File: src/rtl/core/bsm_pkg.sv
// ----------------------------------------------------------------------------
// bsm_pkg
// Types, codes and constants shared by the bank switch mapper files.
// ----------------------------------------------------------------------------
`default_nettype none

package bsm_pkg;

  localparam int unsigned WORK_RAM_BYTES = 8192;
  localparam int unsigned WRAM_AW        = $clog2(WORK_RAM_BYTES);

  localparam int unsigned CMD_W    = 2;
  localparam int unsigned ADDR_W   = 16;
  localparam int unsigned DATA_W   = 8;
  localparam int unsigned TGT_W    = 3;
  localparam int unsigned MADDR_W  = 19;
  localparam int unsigned COUNT_W  = 11;
  localparam int unsigned CFG_IDX_W  = 3;
  localparam int unsigned CFG_DATA_W = 11;

  localparam logic [COUNT_W-1:0] COUNT_MAX       = '1;
  localparam logic [COUNT_W-1:0] TIMEOUT_DEFAULT = 11'd1784;
  localparam logic [DATA_W-1:0]  NT_ROM_PAGE_BIT = 8'h80;
  localparam logic [ADDR_W-1:0]  WRAM_BASE       = 16'h6000;
  localparam logic [ADDR_W-1:0]  TIMER_CLEAR_ADDR = 16'h6000;

  typedef enum logic [CMD_W-1:0] {
    CMD_CPU_READ  = 2'd0,
    CMD_CPU_WRITE = 2'd1,
    CMD_PPU_READ  = 2'd2,
    CMD_PPU_WRITE = 2'd3
  } cmd_t;

  typedef enum logic [TGT_W-1:0] {
    TGT_NONE    = 3'd0,
    TGT_WRAM    = 3'd1,
    TGT_MAIN    = 3'd2,
    TGT_OPTION  = 3'd3,
    TGT_CHR     = 3'd4,
    TGT_CIRAM   = 3'd5
  } target_t;

  typedef enum logic [CFG_IDX_W-1:0] {
    CFG_OPTION_PRESENT = 3'd0,
    CFG_CHR_IS_RAM     = 3'd1,
    CFG_PRG_MASK       = 3'd2,
    CFG_OPTION_MASK    = 3'd3,
    CFG_CHR_2K_MASK    = 3'd4,
    CFG_CHR_1K_MASK    = 3'd5,
    CFG_TIMEOUT        = 3'd6
  } cfg_index_t;

  typedef enum logic [1:0] {
    MIRROR_VERTICAL   = 2'd0,
    MIRROR_HORIZONTAL = 2'd1,
    MIRROR_SINGLE_0   = 2'd2,
    MIRROR_SINGLE_1   = 2'd3
  } mirror_t;

  typedef struct packed {
    logic                option_rom_present;
    logic                chr_is_ram;
    logic [3:0]          prg_bank_mask;
    logic [2:0]          option_bank_mask;
    logic [7:0]          chr_2k_mask;
    logic [7:0]          chr_1k_mask;
    logic [COUNT_W-1:0]  option_timeout_reads;
  } cfg_t;

  typedef struct packed {
    logic [3:0][7:0]     pattern_banks;
    logic [1:0][7:0]     nametable_pages;
    logic                nt_from_rom;
    mirror_t             mirroring;
    logic [2:0]          program_bank;
    logic                option_selected;
    logic [COUNT_W-1:0]  read_count;
    logic                timed_out;
  } map_state_t;

endpackage

`default_nettype wire

File: src/rtl/core/bsm_if.sv
// ----------------------------------------------------------------------------
// bsm_if
// Valid/ready channels for bus accesses, translations and register writes.
// ----------------------------------------------------------------------------
`default_nettype none

interface bsm_item_if;
  logic                      valid;
  logic                      ready;
  logic [bsm_pkg::CMD_W-1:0]  command;
  logic [bsm_pkg::ADDR_W-1:0] bus_address;
  logic [bsm_pkg::DATA_W-1:0] bus_data;

  modport source (output valid, command, bus_address, bus_data, input ready);
  modport sink   (input valid, command, bus_address, bus_data, output ready);
endinterface

interface bsm_result_if;
  logic                       valid;
  logic                       ready;
  logic [bsm_pkg::TGT_W-1:0]   target;
  logic [bsm_pkg::MADDR_W-1:0] mem_address;
  logic                       write_enable;

  modport source (output valid, target, mem_address, write_enable, input ready);
  modport sink   (input valid, target, mem_address, write_enable, output ready);
endinterface

interface bsm_cfg_if;
  logic                          valid;
  logic                          ready;
  logic [bsm_pkg::CFG_IDX_W-1:0]  index;
  logic [bsm_pkg::CFG_DATA_W-1:0] data;

  modport source (output valid, index, data, input ready);
  modport sink   (input valid, index, data, output ready);
endinterface

`default_nettype wire

File: src/rtl/core/bsm_xlate.sv
// ----------------------------------------------------------------------------
// bsm_xlate
// Address translation and register update for one bus access.
// ----------------------------------------------------------------------------
`default_nettype none

module bsm_xlate (
  input  wire logic [bsm_pkg::CMD_W-1:0]   command,
  input  wire logic [bsm_pkg::ADDR_W-1:0]  bus_address,
  input  wire logic [bsm_pkg::DATA_W-1:0]  bus_data,
  input  wire bsm_pkg::cfg_t               cfg_regs,
  input  wire bsm_pkg::map_state_t         state,
  output bsm_pkg::map_state_t              state_next,
  output bsm_pkg::target_t                 target,
  output logic [bsm_pkg::MADDR_W-1:0]      mem_address,
  output logic                             write_enable
);
  import bsm_pkg::*;

  logic               is_write;
  logic               is_cpu;
  logic [13:0]        ppu_addr;
  logic               nt_sel;
  logic [7:0]         nt_page;
  logic [COUNT_W-1:0] count_inc;
  logic [ADDR_W-1:0]  wram_off;

  assign is_write  = command[0];
  assign is_cpu    = (command == CMD_CPU_READ) || (command == CMD_CPU_WRITE);
  assign ppu_addr  = bus_address[13:0];
  assign count_inc = state.read_count + COUNT_W'(1);
  assign wram_off  = bus_address - WRAM_BASE;

  // Pick the nametable page for the 1KB slot given by address bits 11..10
  always_comb begin
    unique case (state.mirroring)
      MIRROR_VERTICAL:   nt_sel = ppu_addr[10];
      MIRROR_HORIZONTAL: nt_sel = ppu_addr[11];
      MIRROR_SINGLE_0:   nt_sel = 1'b0;
      MIRROR_SINGLE_1:   nt_sel = 1'b1;
      default:           nt_sel = 1'b0;
    endcase
  end

  assign nt_page = (state.nametable_pages[nt_sel] | NT_ROM_PAGE_BIT) & cfg_regs.chr_1k_mask;

  always_comb begin
    state_next   = state;
    target       = TGT_NONE;
    mem_address  = '0;
    write_enable = 1'b0;
    if (is_cpu) begin
      if (bus_address[15]) begin
        if (is_write) begin
          if (!bus_address[14]) begin
            state_next.pattern_banks[bus_address[13:12]] = bus_data;
          end else if (!bus_address[13]) begin
            state_next.nametable_pages[bus_address[12]] = bus_data;
          end else if (!bus_address[12]) begin
            state_next.mirroring   = mirror_t'(bus_data[1:0]);
            state_next.nt_from_rom = bus_data[4];
          end else begin
            state_next.program_bank    = bus_data[2:0];
            state_next.option_selected = ~bus_data[3];
          end
          state_next.timed_out = 1'b0;
        end else if (!bus_address[14]) begin
          // Count window reads, saturating; the read that hits the limit sees main ROM
          if (state.read_count != COUNT_MAX) begin
            state_next.read_count = count_inc;
            if (count_inc == cfg_regs.option_timeout_reads) begin
              state_next.timed_out = 1'b1;
            end
          end
          if (cfg_regs.option_rom_present && state.option_selected &&
              !state_next.timed_out) begin
            target      = TGT_OPTION;
            mem_address = {2'b00, state.program_bank & cfg_regs.option_bank_mask,
                           bus_address[13:0]};
          end else begin
            target      = TGT_MAIN;
            mem_address = {1'b0, {1'b0, state.program_bank} & cfg_regs.prg_bank_mask,
                           bus_address[13:0]};
          end
        end else begin
          target      = TGT_MAIN;
          mem_address = {1'b0, 4'b0111 & cfg_regs.prg_bank_mask, bus_address[13:0]};
        end
      end else if (bus_address[14:13] == 2'b11) begin
        if (is_write && bus_address == TIMER_CLEAR_ADDR && bus_data == '0) begin
          state_next.read_count = '0;
          state_next.timed_out  = 1'b0;
        end
        target       = TGT_WRAM;
        mem_address  = MADDR_W'(wram_off[WRAM_AW-1:0]);
        write_enable = is_write;
      end
    end else begin
      if (!ppu_addr[13]) begin
        target       = TGT_CHR;
        mem_address  = {state.pattern_banks[ppu_addr[12:11]] & cfg_regs.chr_2k_mask,
                        ppu_addr[10:0]};
        write_enable = is_write && cfg_regs.chr_is_ram;
      end else if (ppu_addr[13:8] != 6'h3F) begin
        if (!cfg_regs.chr_is_ram && state.nt_from_rom) begin
          target      = TGT_CHR;
          mem_address = {1'b0, nt_page, ppu_addr[9:0]};
        end else begin
          target       = TGT_CIRAM;
          mem_address  = {8'b0, nt_sel, ppu_addr[9:0]};
          write_enable = is_write;
        end
      end
    end
  end

endmodule

`default_nettype wire

File: src/rtl/core/bank_switch_mapper_with_license_timer.sv
// ----------------------------------------------------------------------------
// bank_switch_mapper_with_license_timer
// Bank switching cartridge mapper with option ROM read timeout.
// ----------------------------------------------------------------------------
// An accepted access moves from the input register to the result register.
// Throughput: one access per cycle while results are taken; both registers
// advance together; while a result waits, only an empty input takes an access.
// Reset: rst (synchronous) empties both stages, zeroes the bank state and
// loads the register defaults. Register writes are taken in every cycle.
`default_nettype none

module bank_switch_mapper_with_license_timer (
  input  wire logic    clk,
  input  wire logic    rst,
  bsm_item_if.sink     item,
  bsm_result_if.source result,
  bsm_cfg_if.sink      cfg
);
  import bsm_pkg::*;

  cfg_t                cfg_regs;
  map_state_t          state;
  map_state_t          state_next;

  logic                in_valid;
  logic [CMD_W-1:0]    in_command;
  logic [ADDR_W-1:0]   in_address;
  logic [DATA_W-1:0]   in_data;

  logic                advance;
  target_t             xl_target;
  logic [MADDR_W-1:0]  xl_address;
  logic                xl_we;

  assign advance    = !result.valid || result.ready;
  assign item.ready = !in_valid || advance;
  assign cfg.ready  = 1'b1;

  always_ff @(posedge clk) begin
    if (rst) begin
      cfg_regs.option_rom_present   <= 1'b0;
      cfg_regs.chr_is_ram           <= 1'b0;
      cfg_regs.prg_bank_mask        <= 4'd7;
      cfg_regs.option_bank_mask     <= 3'd7;
      cfg_regs.chr_2k_mask          <= 8'hFF;
      cfg_regs.chr_1k_mask          <= 8'hFF;
      cfg_regs.option_timeout_reads <= TIMEOUT_DEFAULT;
    end else if (cfg.valid) begin
      unique case (cfg_index_t'(cfg.index))
        CFG_OPTION_PRESENT: cfg_regs.option_rom_present   <= cfg.data[0];
        CFG_CHR_IS_RAM:     cfg_regs.chr_is_ram           <= cfg.data[0];
        CFG_PRG_MASK:       cfg_regs.prg_bank_mask        <= cfg.data[3:0];
        CFG_OPTION_MASK:    cfg_regs.option_bank_mask     <= cfg.data[2:0];
        CFG_CHR_2K_MASK:    cfg_regs.chr_2k_mask          <= cfg.data[7:0];
        CFG_CHR_1K_MASK:    cfg_regs.chr_1k_mask          <= cfg.data[7:0];
        CFG_TIMEOUT:        cfg_regs.option_timeout_reads <= cfg.data;
        default: ;
      endcase
    end
  end

  // Input register
  always_ff @(posedge clk) begin
    if (rst) begin
      in_valid <= 1'b0;
    end else if (item.valid && item.ready) begin
      in_valid <= 1'b1;
    end else if (advance) begin
      in_valid <= 1'b0;
    end
  end

  always_ff @(posedge clk) begin
    if (item.valid && item.ready) begin
      in_command <= item.command;
      in_address <= item.bus_address;
      in_data    <= item.bus_data;
    end
  end

  bsm_xlate u_xlate (
    .command      (in_command),
    .bus_address  (in_address),
    .bus_data     (in_data),
    .cfg_regs     (cfg_regs),
    .state        (state),
    .state_next   (state_next),
    .target       (xl_target),
    .mem_address  (xl_address),
    .write_enable (xl_we)
  );

  // Commit state only when the access moves into the result register
  always_ff @(posedge clk) begin
    if (rst) begin
      state         <= '0;
      result.valid  <= 1'b0;
    end else if (in_valid && advance) begin
      state         <= state_next;
      result.valid  <= 1'b1;
    end else if (result.ready) begin
      result.valid  <= 1'b0;
    end
  end

  always_ff @(posedge clk) begin
    if (in_valid && advance) begin
      result.target       <= xl_target;
      result.mem_address  <= xl_address;
      result.write_enable <= xl_we;
    end
  end

endmodule

`default_nettype wire

File: src/flat_wrapper.sv
// flat-port wrapper written by rule: the top's interface ports become plain ports
module bank_switch_mapper_with_license_timer_flat import bsm_pkg::*;
  (clk, rst, item_valid, item_command, item_bus_address, item_bus_data, item_ready, result_valid, result_target, result_mem_address, result_write_enable, result_ready, cfg_valid, cfg_index, cfg_data, cfg_ready);
  bsm_item_if item_i ();
  bsm_result_if result_i ();
  bsm_cfg_if cfg_i ();
  input  wire logic clk;
  input  wire logic rst;
  input wire logic [$bits(item_i.valid)-1:0] item_valid;
  input wire logic [$bits(item_i.command)-1:0] item_command;
  input wire logic [$bits(item_i.bus_address)-1:0] item_bus_address;
  input wire logic [$bits(item_i.bus_data)-1:0] item_bus_data;
  output wire logic [$bits(item_i.ready)-1:0] item_ready;
  output wire logic [$bits(result_i.valid)-1:0] result_valid;
  output wire logic [$bits(result_i.target)-1:0] result_target;
  output wire logic [$bits(result_i.mem_address)-1:0] result_mem_address;
  output wire logic [$bits(result_i.write_enable)-1:0] result_write_enable;
  input wire logic [$bits(result_i.ready)-1:0] result_ready;
  input wire logic [$bits(cfg_i.valid)-1:0] cfg_valid;
  input wire logic [$bits(cfg_i.index)-1:0] cfg_index;
  input wire logic [$bits(cfg_i.data)-1:0] cfg_data;
  output wire logic [$bits(cfg_i.ready)-1:0] cfg_ready;
  assign item_i.valid = item_valid;
  assign item_i.command = item_command;
  assign item_i.bus_address = item_bus_address;
  assign item_i.bus_data = item_bus_data;
  assign item_ready = item_i.ready;
  assign result_valid = result_i.valid;
  assign result_target = result_i.target;
  assign result_mem_address = result_i.mem_address;
  assign result_write_enable = result_i.write_enable;
  assign result_i.ready = result_ready;
  assign cfg_i.valid = cfg_valid;
  assign cfg_i.index = cfg_index;
  assign cfg_i.data = cfg_data;
  assign cfg_ready = cfg_i.ready;
  bank_switch_mapper_with_license_timer u_core (.clk(clk), .rst(rst), .item(item_i), .result(result_i), .cfg(cfg_i));
endmodule
File: config.mk
export PLATFORM = sky130hd
export DESIGN_NAME = bank_switch_mapper_with_license_timer_flat
export DESIGN_NICKNAME = d
export VERILOG_FILES = /design/src/rtl/core/bsm_pkg.sv /design/src/rtl/core/bsm_if.sv /design/src/rtl/core/bsm_xlate.sv /design/src/rtl/core/bank_switch_mapper_with_license_timer.sv /design/src/flat_wrapper.sv
export SDC_FILE = /design/constraint.sdc
export NUM_CORES = 1
export LEC_CHECK = 0
export ABC_AREA = 1
export BUFFER_PORTS_ARGS = -buffer_cell sky130_fd_sc_hd__buf_2
export CAP_MARGIN = 40
export CORE_UTILIZATION = 40
export DETAILED_ROUTE_END_ITERATION = 6
export PLACE_DENSITY = 0.62
export SETUP_SLACK_MARGIN = 0.15
export SLEW_MARGIN = 40
export SYNTH_ARGS = -nofsm -noshare
export SYNTH_HDL_FRONTEND = slang
export SYNTH_SLANG_ARGS = --single-unit
export TNS_END_PERCENT = 20
File: constraint.sdc
create_clock -name clk -period 2.78 [get_ports clk]
set_input_delay 0.139 -clock clk [delete_from_list [all_inputs] [get_ports clk]]
set_output_delay 0.139 -clock clk [all_outputs]
set_load 0.02 [all_outputs]
==> impl_metrics.json <==
{
  "gp_congestion": 0.866,
  "critical_path_class": "flop to flop",
  "dr.max_layer_used": "met4",
  "wl_met2_um": 8370,
  "ys_types": 41,
  "grtUsageTotal": 0.224,
  "tns_ns": 0,
  "ant_nets": 0,
  "syn_to_final_growth_pct": 23.2,
  "drc": 0,
  "end_kind": "flop",
  "syn_inst": 824,
  "cts-resized-gates": 0,
  "hp-class": "primary input to flop",
  "rr_worst_depth": 10,
  "core_region_area_sq_um": 16000,
  "die_x_um": 130,
  "clock-sinks": 151,
  "drive_above_1_share": 0.149,
  "wl_met1_um": 8440,
  "cpPeakStageDelay_ns": 0.49,
  "grt_max_degree": 28,
  "ios": 71,
  "yosysTopAreaCell": "dfxtp_1",
  "critPathSlowestCell": "edfxtp_1",
  "cts.path.max_buffers": 2,
  "slew_violations": 0,
  "vias": 5814,
  "drt_wl_total_um": 17900,
  "crit_path_start_kind": "flop",
  "final_common_cell": "nand2_1",
  "maxSlewHeadroom": 0.536,
  "period_share": 0.796,
  "r2r-end": "u_core.state[6]",
  "cp.required_ns": 3.10,
  "cts_setup_buffers": 0,
  "synth-seq-cells": 151,
  "arrival_ns": 2.53,
  "cts_tree": "done",
  "io_buffers": 69,
  "grt_pass1_wl_um": 28100,
  "synthesis.nets": 870,
  "viasPerCell": 5.00,
  "avgRoutedWirePerCell_um": 15.4,
  "drv_cap": 0,
  "final_nets": 980,
  "yosys-top-cells-area": "dfxtp_1 (31%), edfxtp_1 (22%), nand2_1 (9.0%)",
  "register_area_sq_um": 3510,
  "fin_area_sq_um": 8120,
  "min_to": "u_core.cfg_regs[35]",
  "path_clk_slew_ns": 0.06,
  "layout_common_cells": "nand2_1 (158), nor2_1 (128), dfxtp_1 (102), o21ai_0 (94), inv_1 (78)",
  "netlist_area_sq_um": 6590,
  "rsz0062_at_grt": "no",
  "placed_area_sq_um": 7180,
  "ctsHoldBuffers": 36,
  "crit_buf_inv": 2,
  "critPathMaxFanout": 12,
  "yosysWarnings": 0,
  "worst_pin_slew_ns": 0.690,
  "synth_top_area_frac": 0.310,
  "gr-total-overflow": 0,
  "r2r_setup_slack_ns": 0.57,
  "seq_area_frac_synth": 0.533,
  "die_h_um": 130,
  "hold_depth": 4,
  "ir_drop_mv": 0.453,
  "syn_avg_cell_area_sq_um": 8.00,
  "power_density_nw_per_um2": 623,
  "max_freq_ghz": 0.452,
  "crit_family": "simple AND/OR/NAND/NOR gates",
  "leakage_nw": 3.41,
  "antenna_found_initial": 0,
  "whs_ns": 0.0198,
  "drt_iter0_drc": 446,
  "first_pass_iters": 5,
  "start_util": 0.412,
  "min_from": "cfg_index[2]",
  "first_global_vias": 5405,
  "clock_latency_ns": 0.44,
  "multiInputGateArea_sq_um": 2600,
  "nFillCells": 1602,
  "cts_root_buf": "clkbuf_16",
  "rr_startpoint": "u_core.in_address[15]",
  "n_antenna_cell": 0,
  "dp_hpwl_um": 12500,
  "die_area_sq_um": 17000,
  "wl_met3_um": 894,
  "h-tree-depth": 4,
  "cts_buffers": 17,
  "crit_chain": "clkinv_2 -> nand2_1 -> nor4_2 -> nand2_1 -> o21ai_2 -> nand2_1 -> nor2_2 -> inv_2 -> o21ai_0 -> a21oi_1",
  "setup_violations": 0,
  "rows": 46,
  "cpMostUsedCell": "nand2_1",
  "status": "complete, no violations",
  "hold_violations": 0,
  "finalCriticalPeriod_ns": 2.21,
  "fin_skew_ns": 0.0131
}
## area by class of cell
| class | count | share of cell area |
|---|---|---|
| tap | 216 | 0.0333 |
| timing repair buffer | 120 | 0.101 |
| inverter | 88 | 0.0409 |
| clock inverter | 14 | 0.0183 |
| multi-input combinational | 556 | 0.321 |
| clock buffer | 18 | 0.0529 |
| sequential | 151 | 0.433 |
## flip-flops by register name (all words and copies together), names as in the netlist, 2 cells and up
register,flops
u_core.in_data,8
u_core.state,65
u_core.result.mem_address,19
u_core.in_address,16
u_core.result.target,3
u_core.in_command,2
u_core.cfg_regs,35
## layer usage
layer	vias to the layer above	GRT usage
met4	0	0.0663
li1	2951	-
met1	2683	0.300
met3	14	0.0541
met5	-	0
met2	166	0.359
## cell usage after synthesis, drive strengths merged
| cell type | count |
|---|---|
| o22ai | 7 |
| edfxtp | 49 |
| buf | 14 |
| nor2 | 135 |
| xnor2 | 1 |
| clkinv | 6 |
| a31oi | 1 |
| o211ai | 11 |
| o31ai | 3 |
| nand3b | 2 |
| o221ai | 1 |
| a221oi | 2 |
| nor4 | 1 |
| nor3 | 11 |
| xor2 | 1 |
| ha | 1 |
| nand2 | 160 |
| clkbuf | 15 |
| nand4 | 8 |
| a211o | 1 |
| a21oi | 54 |
| o21ai | 101 |
| inv | 82 |
| nand3 | 53 |
| dfxtp | 102 |
| a21boi | 1 |
| conb | 1 |
## power breakdown
group	switching (mW)	internal, mW	leakage [nW]	total (mW)
Sequential	0.0565	2.35	1.30	2.41
Combinational	0.233	0.139	1.84	0.372
Clock	0.954	1.32	0.275	2.28
Total	1.24	3.81	3.41	5.06
## how the worst max path moves through the flow
stage / cells past startpoint / start / to / slack (ns)
2_1_floorplan: 14 / u_core.state[1] / u_core.result.mem_address[14] / 0.93
3_3_place_gp: 10 / u_core.in_address[15] / u_core.state[8] / 0.63
3_5_place_dp: 10 / u_core.in_address[15] / u_core.state[6] / 0.59
4_1_cts: 10 / u_core.in_address[15] / u_core.state[6] / 0.60
5_1_grt: 10 / u_core.in_address[15] / u_core.state[6] / 0.38
6_report: 10 / u_core.in_address[15] / u_core.state[6] / 0.57
## worst min-delay path, cell delays in order
cell	delay, ns
buf_2	0.09
nor2_1	0.06
nand3_1	0.06
a21oi_1	0.06
## cells by family after synthesis
kind of cell / Yosys count / share of synthesized area
xor gates and xnor gates: 2 / 0.00266
adders and majority gates: 1 / 0.00190
buffers and inverters: 117 / 0.0716
other: 1 / 0.000569
DFF: 151 / 0.533
and+or+nand+nor: 370 / 0.239
AOI/OAI and AO/OA: 182 / 0.151
## per-stage QoR
| stage | utilization | std cells | setup WS, ns | power, mW |
|---|---|---|---|---|
| floorplan | - | 824 | 0.934 | 2.64 |
| global placement | 0.449 | 1095 | 0.631 | 2.78 |
| detailed placement | 0.449 | 1095 | 0.592 | 2.79 |
| CTS | 0.507 | 1163 | 0.597 | 5.11 |
| global route | 0.507 | 1163 | 0.381 | 5.25 |
| finish | 0.507 | 1163 | 0.568 | 5.06 |
Note: power is estimated with default switching activity, not from simulation.
